## src/rtl/assert_macros.svh

```systemverilog
// Assertion macros shared by the RTL of the pixel tint block.
// Simulation builds get concurrent assertions; synthesis builds get empty bodies.
`ifndef ASSERT_MACROS_SVH
`define ASSERT_MACROS_SVH

`ifndef SYNTHESIS
`define PPHSV_ASSERT(lbl, clk, rstn, prop, msg) \
  lbl: assert property (@(posedge clk) disable iff (!rstn) prop) else $error(msg);
`define PPHSV_NEVER(lbl, clk, rstn, expr, msg) \
  lbl: assert property (@(posedge clk) disable iff (!rstn) !(expr)) else $error(msg);
`else
`define PPHSV_ASSERT(lbl, clk, rstn, prop, msg)
`define PPHSV_NEVER(lbl, clk, rstn, expr, msg)
`endif

`endif

```

## src/rtl/pphsv_pkg.sv

```systemverilog
// Package for the pixel premultiply and HSV tint block.
// Holds register codes, shared types, constants and small arithmetic helpers.
`timescale 1ns / 1ps

package pphsv_pkg;

  localparam int unsigned ChanW      = 8;
  localparam int unsigned CfgW       = 7;
  localparam int unsigned DataW      = 32;
  localparam int unsigned AddrW      = 4;
  localparam int unsigned CoefLatency = 5;

  localparam logic [CfgW-1:0] HueMax = 7'd102;
  localparam logic [CfgW-1:0] SatMax = 7'd102;

  localparam logic [1:0] RegTintEnable = 2'd0;
  localparam logic [1:0] RegThemeHue   = 2'd1;
  localparam logic [1:0] RegThemeSat   = 2'd2;
  localparam logic [1:0] RegThemeLight = 2'd3;

  // Reciprocal constants for exact floor division over the stated ranges.
  localparam logic [9:0]  RecipDiv60   = 10'd547;     // x < 2^9,  shift 15
  localparam logic [15:0] RecipDiv3    = 16'd43691;   // x < 2^15, shift 17
  localparam logic [18:0] RecipDiv1000 = 19'd268436;  // x < 2^18, shift 28
  localparam logic [9:0]  RecipAvg3    = 10'd683;     // x <= 765, shift 11

  // Smallest product whose floor by 255 exceeds 255.
  localparam logic [16:0] VClampLimit = 17'd65280;

  typedef enum logic [2:0] {
    SecRed     = 3'd0,
    SecYellow  = 3'd1,
    SecGreen   = 3'd2,
    SecCyan    = 3'd3,
    SecBlue    = 3'd4,
    SecMagenta = 3'd5
  } pphsv_sector_e;

  typedef struct packed {
    logic            tint_en;
    logic [CfgW-1:0] hue;
    logic [CfgW-1:0] sat;
    logic [CfgW-1:0] light;
  } pphsv_cfg_t;

  typedef struct packed {
    pphsv_sector_e    sector;
    logic [ChanW-1:0] fa;
    logic [ChanW-1:0] fb;
    logic [ChanW-1:0] fc;
  } pphsv_coef_t;

  // Exact floor(x / 255) for any x up to 65279.
  function automatic logic [ChanW-1:0] div255(input logic [15:0] x);
    logic [16:0] t;
    t = {1'b0, x} + 17'(x[15:8]) + 17'd1;
    return t[15:8];
  endfunction

  function automatic logic [12:0] sector_base(input pphsv_sector_e s);
    logic [12:0] b;
    case (s)
      SecRed:     b = 13'd0;
      SecYellow:  b = 13'd1000;
      SecGreen:   b = 13'd2000;
      SecCyan:    b = 13'd3000;
      SecBlue:    b = 13'd4000;
      SecMagenta: b = 13'd5000;
      default:    b = 13'd0;
    endcase
    return b;
  endfunction

  // floor(x * 3 / 2) clamped to one byte.
  function automatic logic [ChanW-1:0] boost(input logic [ChanW-1:0] x);
    logic [9:0] t;
    t = ({2'b00, x} + {1'b0, x, 1'b0}) >> 1;
    return (t > 10'd255) ? 8'hFF : t[7:0];
  endfunction

endpackage

```

## src/rtl/pphsv_coef.sv

```systemverilog
// Theme coefficient pipeline: turns hue and saturation settings into the sector
// and the three V scale factors. Depends on pphsv_pkg.
`timescale 1ns / 1ps

module pphsv_coef (
  input  logic                clk_i,
  input  pphsv_pkg::pphsv_cfg_t cfg_i,
  output pphsv_pkg::pphsv_coef_t coef_o
);

  logic [6:0]  hs, ss;
  logic [9:0]  hmul7;
  logic [9:0]  smul5;
  logic [8:0]  h1_q;
  logic [7:0]  s1_q, s2_q, s3_q, s4_q;
  logic [18:0] pdiv;
  logic [14:0] h50;
  logic [2:0]  p2_q;
  logic [14:0] h50_q;
  logic [30:0] qprod;
  pphsv_pkg::pphsv_sector_e p3_q, p4_q;
  logic [12:0] q3_q;
  logic [12:0] fdiff;
  logic [9:0]  f;
  logic [17:0] pb4_q, pc4_q;
  logic [36:0] tbprod, tcprod;
  pphsv_pkg::pphsv_coef_t coef_q;

  always_comb begin
    hs    = (cfg_i.hue > pphsv_pkg::HueMax) ? pphsv_pkg::HueMax : cfg_i.hue;
    ss    = (cfg_i.sat > pphsv_pkg::SatMax) ? pphsv_pkg::SatMax : cfg_i.sat;
    hmul7 = 10'(hs) * 10'd7;
    smul5 = 10'(ss) * 10'd5;
    pdiv  = 19'(h1_q) * 19'(pphsv_pkg::RecipDiv60);
    h50   = 15'(h1_q) * 15'd50;
    qprod = 31'(h50_q) * 31'(pphsv_pkg::RecipDiv3);
    fdiff = q3_q - pphsv_pkg::sector_base(p3_q);
    f     = fdiff[9:0];
    tbprod = 37'(pb4_q) * 37'(pphsv_pkg::RecipDiv1000);
    tcprod = 37'(pc4_q) * 37'(pphsv_pkg::RecipDiv1000);
  end

  always_ff @(posedge clk_i) begin
    h1_q  <= hmul7[9:1];
    s1_q  <= smul5[8:1];
    p2_q  <= pdiv[17:15];
    h50_q <= h50;
    s2_q  <= s1_q;
    p3_q  <= pphsv_pkg::pphsv_sector_e'(p2_q);
    q3_q  <= qprod[29:17];
    s3_q  <= s2_q;
    p4_q  <= p3_q;
    s4_q  <= s3_q;
    pb4_q <= 18'(s3_q) * 18'(f);
    pc4_q <= 18'(s3_q) * 18'(10'd1000 - f);
    coef_q.sector <= p4_q;
    coef_q.fa     <= 8'd255 - s4_q;
    coef_q.fb     <= 8'd255 - tbprod[35:28];
    coef_q.fc     <= 8'd255 - tcprod[35:28];
  end

  assign coef_o = coef_q;

endmodule

```

## src/rtl/pphsv_datapath.sv

```systemverilog
// Seven-stage pixel pipeline: alpha premultiply, average, V, HSV channels, boost.
// Depends on pphsv_pkg and the coefficients from pphsv_coef.
`timescale 1ns / 1ps

module pphsv_datapath (
  input  logic                   clk_i,
  input  logic                   rst_ni,
  input  logic                   en_i,
  input  logic                   in_valid_i,
  input  logic [31:0]            in_pixel_i,
  input  pphsv_pkg::pphsv_cfg_t  cfg_i,
  input  pphsv_pkg::pphsv_coef_t coef_i,
  output logic                   out_valid_o,
  output logic [31:0]            out_pixel_o
);

  logic [7:1]  vld_q;

  logic [15:0] mb1_q, mg1_q, mr1_q;
  logic [7:0]  a1_q;
  logic [7:0]  b2_q, g2_q, r2_q, a2_q;
  logic [9:0]  sum2_q;
  logic [7:0]  b3_q, g3_q, r3_q, a3_q, avg3_q;
  logic [7:0]  b4_q, g4_q, r4_q, a4_q;
  logic [16:0] x4_q;
  logic [7:0]  b5_q, g5_q, r5_q, a5_q, v5_q;
  logic [7:0]  b6_q, g6_q, r6_q, a6_q, v6_q;
  logic [15:0] pa6_q, pb6_q, pc6_q;
  pphsv_pkg::pphsv_sector_e sec6_q;
  logic [31:0] out_q;

  logic [7:0]  pb2, pg2, pr2;
  logic [18:0] avgprod;
  logic [8:0]  lscale;
  logic [7:0]  ka, kb, kc;
  logic [7:0]  hr, hg, hb;

  always_comb begin
    pb2     = pphsv_pkg::div255(mb1_q);
    pg2     = pphsv_pkg::div255(mg1_q);
    pr2     = pphsv_pkg::div255(mr1_q);
    avgprod = 19'(sum2_q) * 19'(pphsv_pkg::RecipAvg3);
    lscale  = {1'b0, 8'(cfg_i.light) + 8'd50} << 1;
    ka      = pphsv_pkg::div255(pa6_q);
    kb      = pphsv_pkg::div255(pb6_q);
    kc      = pphsv_pkg::div255(pc6_q);
    case (sec6_q)
      pphsv_pkg::SecRed:    begin hr = v6_q; hg = kc;   hb = ka;   end
      pphsv_pkg::SecYellow: begin hr = kb;   hg = v6_q; hb = ka;   end
      pphsv_pkg::SecGreen:  begin hr = ka;   hg = v6_q; hb = kc;   end
      pphsv_pkg::SecCyan:   begin hr = ka;   hg = kb;   hb = v6_q; end
      pphsv_pkg::SecBlue:   begin hr = kc;   hg = ka;   hb = v6_q; end
      default:              begin hr = v6_q; hg = ka;   hb = kb;   end
    endcase
  end

  always_ff @(posedge clk_i or negedge rst_ni) begin
    if (!rst_ni) begin
      vld_q <= '0;
    end else if (en_i) begin
      vld_q <= {vld_q[6:1], in_valid_i};
    end
  end

  always_ff @(posedge clk_i) begin
    if (en_i) begin
      mb1_q  <= 16'(in_pixel_i[7:0])   * 16'(in_pixel_i[31:24]);
      mg1_q  <= 16'(in_pixel_i[15:8])  * 16'(in_pixel_i[31:24]);
      mr1_q  <= 16'(in_pixel_i[23:16]) * 16'(in_pixel_i[31:24]);
      a1_q   <= in_pixel_i[31:24];

      b2_q   <= pb2;
      g2_q   <= pg2;
      r2_q   <= pr2;
      a2_q   <= a1_q;
      sum2_q <= 10'(pb2) + 10'(pg2) + 10'(pr2);

      b3_q   <= b2_q;
      g3_q   <= g2_q;
      r3_q   <= r2_q;
      a3_q   <= a2_q;
      avg3_q <= avgprod[18:11];

      b4_q   <= b3_q;
      g4_q   <= g3_q;
      r4_q   <= r3_q;
      a4_q   <= a3_q;
      x4_q   <= 17'(lscale) * 17'(avg3_q);

      b5_q   <= b4_q;
      g5_q   <= g4_q;
      r5_q   <= r4_q;
      a5_q   <= a4_q;
      v5_q   <= (x4_q >= pphsv_pkg::VClampLimit) ? 8'hFF : pphsv_pkg::div255(x4_q[15:0]);

      b6_q   <= b5_q;
      g6_q   <= g5_q;
      r6_q   <= r5_q;
      a6_q   <= a5_q;
      v6_q   <= v5_q;
      pa6_q  <= 16'(coef_i.fa) * 16'(v5_q);
      pb6_q  <= 16'(coef_i.fb) * 16'(v5_q);
      pc6_q  <= 16'(coef_i.fc) * 16'(v5_q);
      sec6_q <= coef_i.sector;

      if (cfg_i.tint_en) begin
        out_q <= {a6_q, pphsv_pkg::boost(hr), pphsv_pkg::boost(hg), pphsv_pkg::boost(hb)};
      end else begin
        out_q <= {a6_q, r6_q, g6_q, b6_q};
      end
    end
  end

  assign out_valid_o = vld_q[7];
  assign out_pixel_o = out_q;

endmodule

```

## src/rtl/pixel_premultiply_hsv_tint.sv

```systemverilog
// Top level of the pixel premultiply and HSV tint block: APB registers, stream
// handshake and the two pipelines. Depends on pphsv_pkg, pphsv_coef, pphsv_datapath.
`timescale 1ns / 1ps

// One BGRA pixel enters per clock while the input side is ready, and its result passes
// through the seven-stage pixel pipeline; throughput is one pixel per clock whenever
// the output side is ready and the coefficients have settled. The whole pipeline
// advances together, so a stalled output beat holds every stage. After any register
// write the input side stays not ready while the theme coefficient pipeline settles.

`include "assert_macros.svh"

module pixel_premultiply_hsv_tint (
  input  logic                        clk_i,
  input  logic                        rst_ni,
  input  logic                        s_axis_tvalid,
  output logic                        s_axis_tready,
  input  logic [31:0]                 s_axis_tdata,   // blue_in, green_in, red_in, alpha_in
  output logic                        m_axis_tvalid,
  input  logic                        m_axis_tready,
  output logic [31:0]                 m_axis_tdata,   // blue_out, green_out, red_out, alpha_out
  input  logic                        psel,
  input  logic                        penable,
  input  logic                        pwrite,
  input  logic [pphsv_pkg::AddrW-1:0] paddr,
  input  logic [pphsv_pkg::DataW-1:0] pwdata,
  output logic [pphsv_pkg::DataW-1:0] prdata,
  output logic                        pready
);

  localparam int unsigned SettleW = $clog2(pphsv_pkg::CoefLatency + 1);

  pphsv_pkg::pphsv_cfg_t  cfg_q;
  pphsv_pkg::pphsv_coef_t coef;
  logic [SettleW-1:0]     settle_q, settle_d;
  logic                   cfg_wr;
  logic                   pipe_en;

  assign pready  = 1'b1;
  assign cfg_wr  = psel && penable && pwrite && pready;
  assign pipe_en = !m_axis_tvalid || m_axis_tready;
  assign s_axis_tready = pipe_en && (settle_q == '0);

  always_ff @(posedge clk_i or negedge rst_ni) begin
    if (!rst_ni) begin
      cfg_q.tint_en <= 1'b0;
      cfg_q.hue     <= 7'd0;
      cfg_q.sat     <= 7'd10;
      cfg_q.light   <= 7'd50;
    end else if (cfg_wr) begin
      unique case (paddr[3:2])
        pphsv_pkg::RegTintEnable: cfg_q.tint_en <= pwdata[0];
        pphsv_pkg::RegThemeHue:   cfg_q.hue     <= pwdata[6:0];
        pphsv_pkg::RegThemeSat:   cfg_q.sat     <= pwdata[6:0];
        pphsv_pkg::RegThemeLight: cfg_q.light   <= pwdata[6:0];
        default: ;
      endcase
    end
  end

  always_comb begin
    unique case (paddr[3:2])
      pphsv_pkg::RegTintEnable: prdata = 32'(cfg_q.tint_en);
      pphsv_pkg::RegThemeHue:   prdata = 32'(cfg_q.hue);
      pphsv_pkg::RegThemeSat:   prdata = 32'(cfg_q.sat);
      pphsv_pkg::RegThemeLight: prdata = 32'(cfg_q.light);
      default:                  prdata = '0;
    endcase
  end

  always_comb begin
    if (cfg_wr) begin
      settle_d = SettleW'(pphsv_pkg::CoefLatency);
    end else if (settle_q != '0) begin
      settle_d = settle_q - 1'b1;
    end else begin
      settle_d = settle_q;
    end
  end

  always_ff @(posedge clk_i or negedge rst_ni) begin
    if (!rst_ni) begin
      settle_q <= SettleW'(pphsv_pkg::CoefLatency);
    end else begin
      settle_q <= settle_d;
    end
  end

  pphsv_coef u_coef (
    .clk_i  (clk_i),
    .cfg_i  (cfg_q),
    .coef_o (coef)
  );

  pphsv_datapath u_datapath (
    .clk_i       (clk_i),
    .rst_ni      (rst_ni),
    .en_i        (pipe_en),
    .in_valid_i  (s_axis_tvalid && s_axis_tready),
    .in_pixel_i  (s_axis_tdata),
    .cfg_i       (cfg_q),
    .coef_i      (coef),
    .out_valid_o (m_axis_tvalid),
    .out_pixel_o (m_axis_tdata)
  );

  `PPHSV_NEVER(a_no_accept_settling, clk_i, rst_ni,
               (settle_q != '0) && s_axis_tready, "pixel accepted while coefficients settle")
  `PPHSV_ASSERT(a_write_restarts_settle, clk_i, rst_ni,
                cfg_wr |=> (settle_q == SettleW'(pphsv_pkg::CoefLatency)),
                "settle count not restarted by write")
  `PPHSV_NEVER(a_stall_blocks_input, clk_i, rst_ni,
               m_axis_tvalid && !m_axis_tready && s_axis_tready,
               "input ready while output stalled")

endmodule

```

## config.mk

```make
export PLATFORM = sky130hd
export DESIGN_NAME = pixel_premultiply_hsv_tint
export DESIGN_NICKNAME = d
export VERILOG_FILES = /design/src/rtl/pphsv_pkg.sv /design/src/rtl/pphsv_coef.sv /design/src/rtl/pphsv_datapath.sv /design/src/rtl/pixel_premultiply_hsv_tint.sv
export VERILOG_INCLUDE_DIRS = /design/src /design/src/rtl
export SDC_FILE = /design/constraint.sdc
export NUM_CORES = 2
export LEC_CHECK = 0
export BUFFER_PORTS_ARGS = -buffer_cell sky130_fd_sc_hd__buf_4
export CORE_ASPECT_RATIO = 2
export CORE_MARGIN = 2
export CORE_UTILIZATION = 35
export CTS_CLUSTER_SIZE = 8
export DETAILED_ROUTE_END_ITERATION = 10
export PLACE_DENSITY = 0.5
export SYNTH_ARGS = -nofsm -noshare
export SYNTH_HDL_FRONTEND = slang
export SYNTH_SLANG_ARGS = --single-unit
```

## constraint.sdc

```tcl
create_clock -name clk_i -period 22.2 [get_ports clk_i]
set_input_delay 1.11 -clock clk_i [delete_from_list [all_inputs] [get_ports clk_i]]
set_output_delay 1.11 -clock clk_i [all_outputs]
set_load 0.01 [all_outputs]
```

* Word-level counts from Yosys, hierarchy flattened
Index checks and enable logic that the tools add are counted.
Operators by class: reductions and logical operators 19, magnitude comparators 6, equality and inequality tests 12, multiplexer cells 13, add/subtract/negate cells 26, multiply operators 17
Operator list (count):
- 32-bit case mux with 4 select lines | 1
- 16-bit by 1-bit adder with 16-bit output, second input constant | 7
- 16-bit by 8-bit adder with 16-bit output | 7
- 8-bit by 8-bit multiplier with 16-bit output | 7
- 8-bit case mux with 3 select lines | 3
- 18-bit by 17-bit multiplier with 34-bit output, second input constant | 2
- 10-bit case mux with 5 select lines | 1
- 8-bit by 9-bit adder with 10-bit output | 3
- 9-bit by 8-bit greater-than comparator with 1-bit output, second input constant | 3
- 14-bit by 16-bit multiplier with 26-bit output, second input constant | 1
- 24-bit two-way mux | 1
- 8-bit two-way mux | 3
- 8-bit subtractor, first input constant | 3
- 10-bit by 10-bit multiplier with 19-bit output, second input constant | 1
- 8-bit by 10-bit multiplier with 18-bit output | 1
- 8-bit by 18-bit multiplier with 18-bit output | 1
- 9-bit by 10-bit multiplier with 18-bit output, second input constant | 1
- 17-bit by 16-bit >= comparator with 1-bit output, second input constant | 1
- 7-bit greater-than comparator, second input constant | 2
- 9-bit by 5-bit multiplier with 14-bit output, second input constant | 1
- 7-bit two-way mux | 2
- 3-bit by 2-bit equality test with 1-bit output, second input constant | 4
- 10-bit by 10-bit subtractor with 11-bit output, first input constant | 1
- 10-bit by 8-bit adder with 10-bit output | 1
- other kinds (20) | 35
Storage, ports and cells: register bits 518, logic and storage cells 149, output and inout bits 67, input bits 75

* Logic depth before layout (Yosys ltp)
word-level depth 7, gate-level depth with buffers 26, mapped depth without buffers 25

* By module
A second synthesis with hierarchy kept.
Unflattened totals: cells, all modules 5034, area total of the unflattened synthesis 53231.1 µm²
By module, submodules not included:
- pphsv_datapath | cells an instance 2771, times used 1, seq. area each 10655.2 µm², area each 30783.3 µm²
- pphsv_coef | cells an instance 2148, times used 1, seq. area each 2722.6 µm², area each 21008.9 µm²
- pixel_premultiply_hsv_tint | cells an instance 115, times used 1, seq. area each 634.4 µm², area each 1438.9 µm²

* Worst setup path before layout
OpenSTA, ideal clock, no wires.
path type input-to-reg, start input m_axis_tready, end register u_datapath.a1_q[0] (enable), stages 3, path buffers 1, arrival time 8.104 ns, library setup time 0.701 ns, required time 21.499 ns, slack 13.395 ns, cells stage by stage nor2b_1 clkbuf_1 inv_1
Between the ends: longest elaborated chain between the ends 1
RTL lines:
- start, declared | RTL line pixel_premultiply_hsv_tint.sv:20 | input logic m_axis_tready,
- 1-bit logical OR | RTL line pixel_premultiply_hsv_tint.sv:41 | assign pipe_en = !m_axis_tvalid || m_axis_tready;
- net pipe_en | RTL line pixel_premultiply_hsv_tint.sv:37 | logic pipe_en;
- end signal, assigned | RTL line pphsv_datapath.sv:70 | a1_q <= in_pixel_i[31:24];
- end, declared | RTL line pphsv_datapath.sv:20 | logic [7:0] a1_q;
The timed path passes the listed nets, and every way through them passes these cells. A chain may end at the register's enable or synchronous reset.

* Worst setup path after layout
start register u_coef.p3_q[2], end register u_coef.pc4_q[17]
Between the ends: longest elaborated chain between the ends 5, elaborated cells between the ends (all ways) 9, classes of those cells add/sub: 2; mul: 1; eq/ne: 5; mux: 1
RTL lines:
- start, declared | RTL line pphsv_coef.sv:21 | pphsv_pkg::pphsv_sector_e p3_q, p4_q;
- start signal, assigned | RTL line pphsv_coef.sv:49 | p3_q <= pphsv_pkg::pphsv_sector_e'(p2_q);
- 3-bit equality test (tied with other cells) | RTL line pphsv_pkg.sv:62 | case (s)
- 10-bit case mux with 5 select lines * | RTL line pphsv_pkg.sv:62
- 10-bit subtractor * | RTL line pphsv_coef.sv:37 | fdiff = q3_q - pphsv_pkg::sector_base(p3_q);
- 10-bit by 10-bit subtractor with 11-bit output * | RTL line pphsv_coef.sv:55 | pc4_q <= 18'(s3_q) * 18'(10'd1000 - f);
- 8-bit by 18-bit multiplier with 18-bit output * | RTL line pphsv_coef.sv:55
- end signal, assigned | RTL line pphsv_coef.sv:55
- end, declared | RTL line pphsv_coef.sv:25 | logic [17:0] pb4_q, pc4_q;
Mark *: on every way between the ends. The rest lies on a longest branch, timed or not.

==> flow_metrics.env <==
export IMPL_ys_async_sr_fraction_pct=6.19
export IMPL_multi_input_area_um2=35100
export IMPL_final_hold_viol_count=0
export IMPL_routed_wl_um=117000
export IMPL_antenna_found_initial=1
export IMPL_netlist_area_um2=53100
export IMPL_synth_seq_cells=517
export IMPL_clk_path_buf_depth=3
export IMPL_clk_pin_slew_ns=0.05
export IMPL_tns_ns=0
export IMPL_crit_arrival_ns=7.62
export IMPL_cts_resized=0
export IMPL_layout_nets=6739
export IMPL_htree_levels=3
export IMPL_drive_above_1_share_pct=5.11
export IMPL_initial_utilization_pct=35.2
export IMPL_post_route_drc_count=0
export IMPL_cts_setup_buffers=0
export IMPL_seq_area_frac_synth_pct=26.4
export IMPL_ant_nets=0
export IMPL_period_needed_ns=7.11
export IMPL_status="completed"
export IMPL_place_gp_congestion=0.821
export IMPL_io_buffer_count=88
export IMPL_crit_type="reg2reg"
export IMPL_areaGrowthSynthToFinish_pct=9.48
export IMPL_synth_largest_area_cell="ha_1"
export IMPL_cts_tree="yes"
export IMPL_gr_total_overflow=0
export IMPL_drt_first_iter_violations=999
export IMPL_syn_instance_count=5086
export IMPL_ys_flop_type="edfxtp_1"
export IMPL_dieArea_um2=155000
export IMPL_cap_violations=0
export IMPL_finClkSkew_ns=0.0354
export IMPL_syn_avg_cell_area_um2=10.4
export IMPL_cts_sinks=517
export IMPL_crit_required_ns=22.71
export IMPL_cts_root_buf="clkbuf_16"
export IMPL_vias=34587
export IMPL_grt_pass1_wl_um=193000
export IMPL_routed_via_density=4.84
export IMPL_cts_buffers=75
export IMPL_synth_warnings=0
export IMPL_dr_pass1_iters=6
export IMPL_fillers=15055
export IMPL_worst_slew_pin_slew_ns=1.14
export IMPL_maxSlewHeadroom_pct=24.3
export IMPL_layout_cells_non_filler=7148
export IMPL_end_kind="flop"
export IMPL_hold_buffers=0
export IMPL_finalMaxSlewViolations=0
export IMPL_die_height_um=555
export IMPL_period_share_pct=32.0
export IMPL_hp_class="reg2reg"
export IMPL_grt_usage_pct=15.6
export IMPL_clock_latency_ns=0.67
export IMPL_fmax_ghz=0.141
export IMPL_grt_pass1_vias=38365
export IMPL_seq_area_um2=14000
export IMPL_routedWlPerCell_um=16.4
export IMPL_synth_top_cell_area_share_pct=21.6
export IMPL_synth_edf_count=349
export IMPL_grt_max_degree=119
export IMPL_worstPathMaxFanout=11
export IMPL_place_hpwl_um=95700
export IMPL_grt_setup_unrepaired="no"
export IMPL_ys_top_cells_by_area="ha_1, fa_1, edfxtp_1"
export IMPL_yosysUniqueCellTypes=80
export IMPL_core_area_um2=151000
export IMPL_critPathLaunchType="flop"
export IMPL_rows=202
export IMPL_io_pins=142
export IMPL_dp_cells=7045
export IMPL_die_w_um=280
export IMPL_setup_violations=0
-- routing by layer --
layer	vias to the layer above	share of wire [%]	GRT usage, %	routed length [um]
met4	0	4.3	6.78	4990
met5	-	0	0	0
met1	17198	33	14.1	38700
met2	412	60	33.6	70800
met3	218	2.3	1.61	2750
li1	16759	-	-	-
-- layout by cell type, fill, tap and decap left out, types with 19 or more instances in the layout --
cell type,Yosys,layout
inv_1,957,956
ha_1,919,919
fa_1,561,561
nand2_1,395,395
edfxtp_1,349,349
and2_1,318,318
xnor2_1,204,204
nor2_1,160,160
dfxtp_1,136,136
a21oi_1,135,135
buf_4,26,115
o21ai_0,113,113
clkbuf_16,0,75
nor2b_1,61,61
xor2_1,52,52
nor3_1,50,50
nand2b_1,47,47
a21o_1,43,43
nand3_1,40,40
mux2_2,32,32
o21a_1,29,29
and3_1,26,26
conb_1,2,26
dfrtp_1,25,25
o22a_1,22,22
o21bai_1,21,21
a31oi_1,20,20
or3_1,19,19
-- path summary, 6_finish.rpt --
path / startpoint / to / slack [ns] / cells past startpoint
max in group asynchronous: rst_ni / cfg_q[8]$_DFFE_PN1P_ / 21.45 / 1
min in group asynchronous: rst_ni / u_datapath.vld_q[7]$_DFFE_PN0P_ / 0.39 / 1
worst min-delay path: u_coef.s1_q[3]$_DFF_P_ / u_coef.s2_q[3]$_DFF_P_ / 0.31 / 0
worst min register to register: u_coef.s1_q[3]$_DFF_P_ / u_coef.s2_q[3]$_DFF_P_ / 0.31 / 0
worst max-delay path: u_coef.p3_q[2]$_DFF_P_ / u_coef.pc4_q[17]$_DFF_P_ / 15.09 / 20
worst max register to register: u_coef.p3_q[2]$_DFF_P_ / u_coef.pc4_q[17]$_DFF_P_ / 15.09 / 20
-- synth_stat cells, types with 7 or more instances --
cell / count
o22a_1: 22
inv_1: 957
a21boi_0: 18
o21ai_0: 113
xnor2_1: 204
dfstp_2: 7
o21bai_1: 21
nand3_1: 40
buf_4: 26
mux2_2: 32
xor2_1: 52
or2_2: 10
and3_1: 26
a21o_1: 43
a31oi_1: 20
or3_1: 19
dfrtp_1: 25
o211ai_1: 17
and4_1: 8
dfxtp_1: 136
nor3_1: 50
clkbuf_1: 86
nand2b_1: 47
a211oi_1: 16
edfxtp_1: 349
nor2b_1: 61
a21oi_1: 135
and2_1: 318
a41oi_1: 11
a22o_1: 7
nor2_1: 160
mux2i_1: 15
nand4_1: 16
ha_1: 919
nand2_1: 395
o21a_1: 29
fa_1: 561
-- per-stage QoR --
step | util, % | area (um^2) | hold WS [ns] | setup WS [ns]
2_1_floorplan | - | 53200 | 0.310 | 13.39
5_1_grt | 38.5 | 58200 | 0.326 | 14.55
4_1_cts | 38.5 | 58200 | 0.319 | 14.98
3_3_place_gp | 37.0 | 56000 | 0.312 | 15.03
3_5_place_dp | 37.0 | 56000 | 0.312 | 15.00
6_report | 38.5 | 58200 | 0.315 | 15.09
-- logic make-up after synthesis --
kind of cell | count (synthesis) | synth area share, %
compound gates | 535 | 6.75
xor+xnor | 256 | 4.22
fa+ha+maj | 1480 | 42.8
buf+inv | 1076 | 7.78
flops | 517 | 26.4
mux | 48 | 1.00
other cells | 2 | 0.0141
simple gates | 1172 | 11.1
-- worst max-delay path, cell delays in order, from the launching register on --
cell      delay (ns)
dfxtp_1         0.45
a21boi_0        0.22
ha_1            0.27
fa_1            0.82
o21ai_0         0.23
xnor2_1         0.64
nand2_1         0.17
fa_1            0.53
fa_1            0.54
inv_1           0.05
fa_1            0.47
inv_1           0.05
fa_1            0.47
inv_1           0.04
ha_1            0.31
a21boi_0        0.18
o41ai_1         0.46
o21ai_0         0.24
o41ai_1         0.47
o21ai_0         0.20
xnor2_1         0.15
-- area by class of cell --
type | count | share of cell area [%]
sequential | 517 | 24.1
inverter | 958 | 6.19
clock buffer | 94 | 3.37
antenna | 1 | 0.00430
timing repair buffer | 115 | 1.48
tap | 1938 | 4.17
clock inverter | 8 | 0.396
multi-input combinational | 3517 | 60.3
-- sequential cells by signal, summed over array words and instances, names as in the netlist, 14 cells and up --
signal / cells
u_datapath.pc6_q: 16
u_datapath.x4_q: 16
u_datapath.out_pixel_o: 32
u_coef.coef_o: 27
u_datapath.pb6_q: 16
cfg_q: 22
u_coef.h50_q: 14
u_coef.pb4_q: 18
u_datapath.mb1_q: 16
u_datapath.mr1_q: 16
u_coef.pc4_q: 17
u_datapath.mg1_q: 16
u_datapath.pa6_q: 16
Power is left out: the tool's default activity adds up to more than one toggle a clock period on the data nets, which glitch-free logic cannot reach.
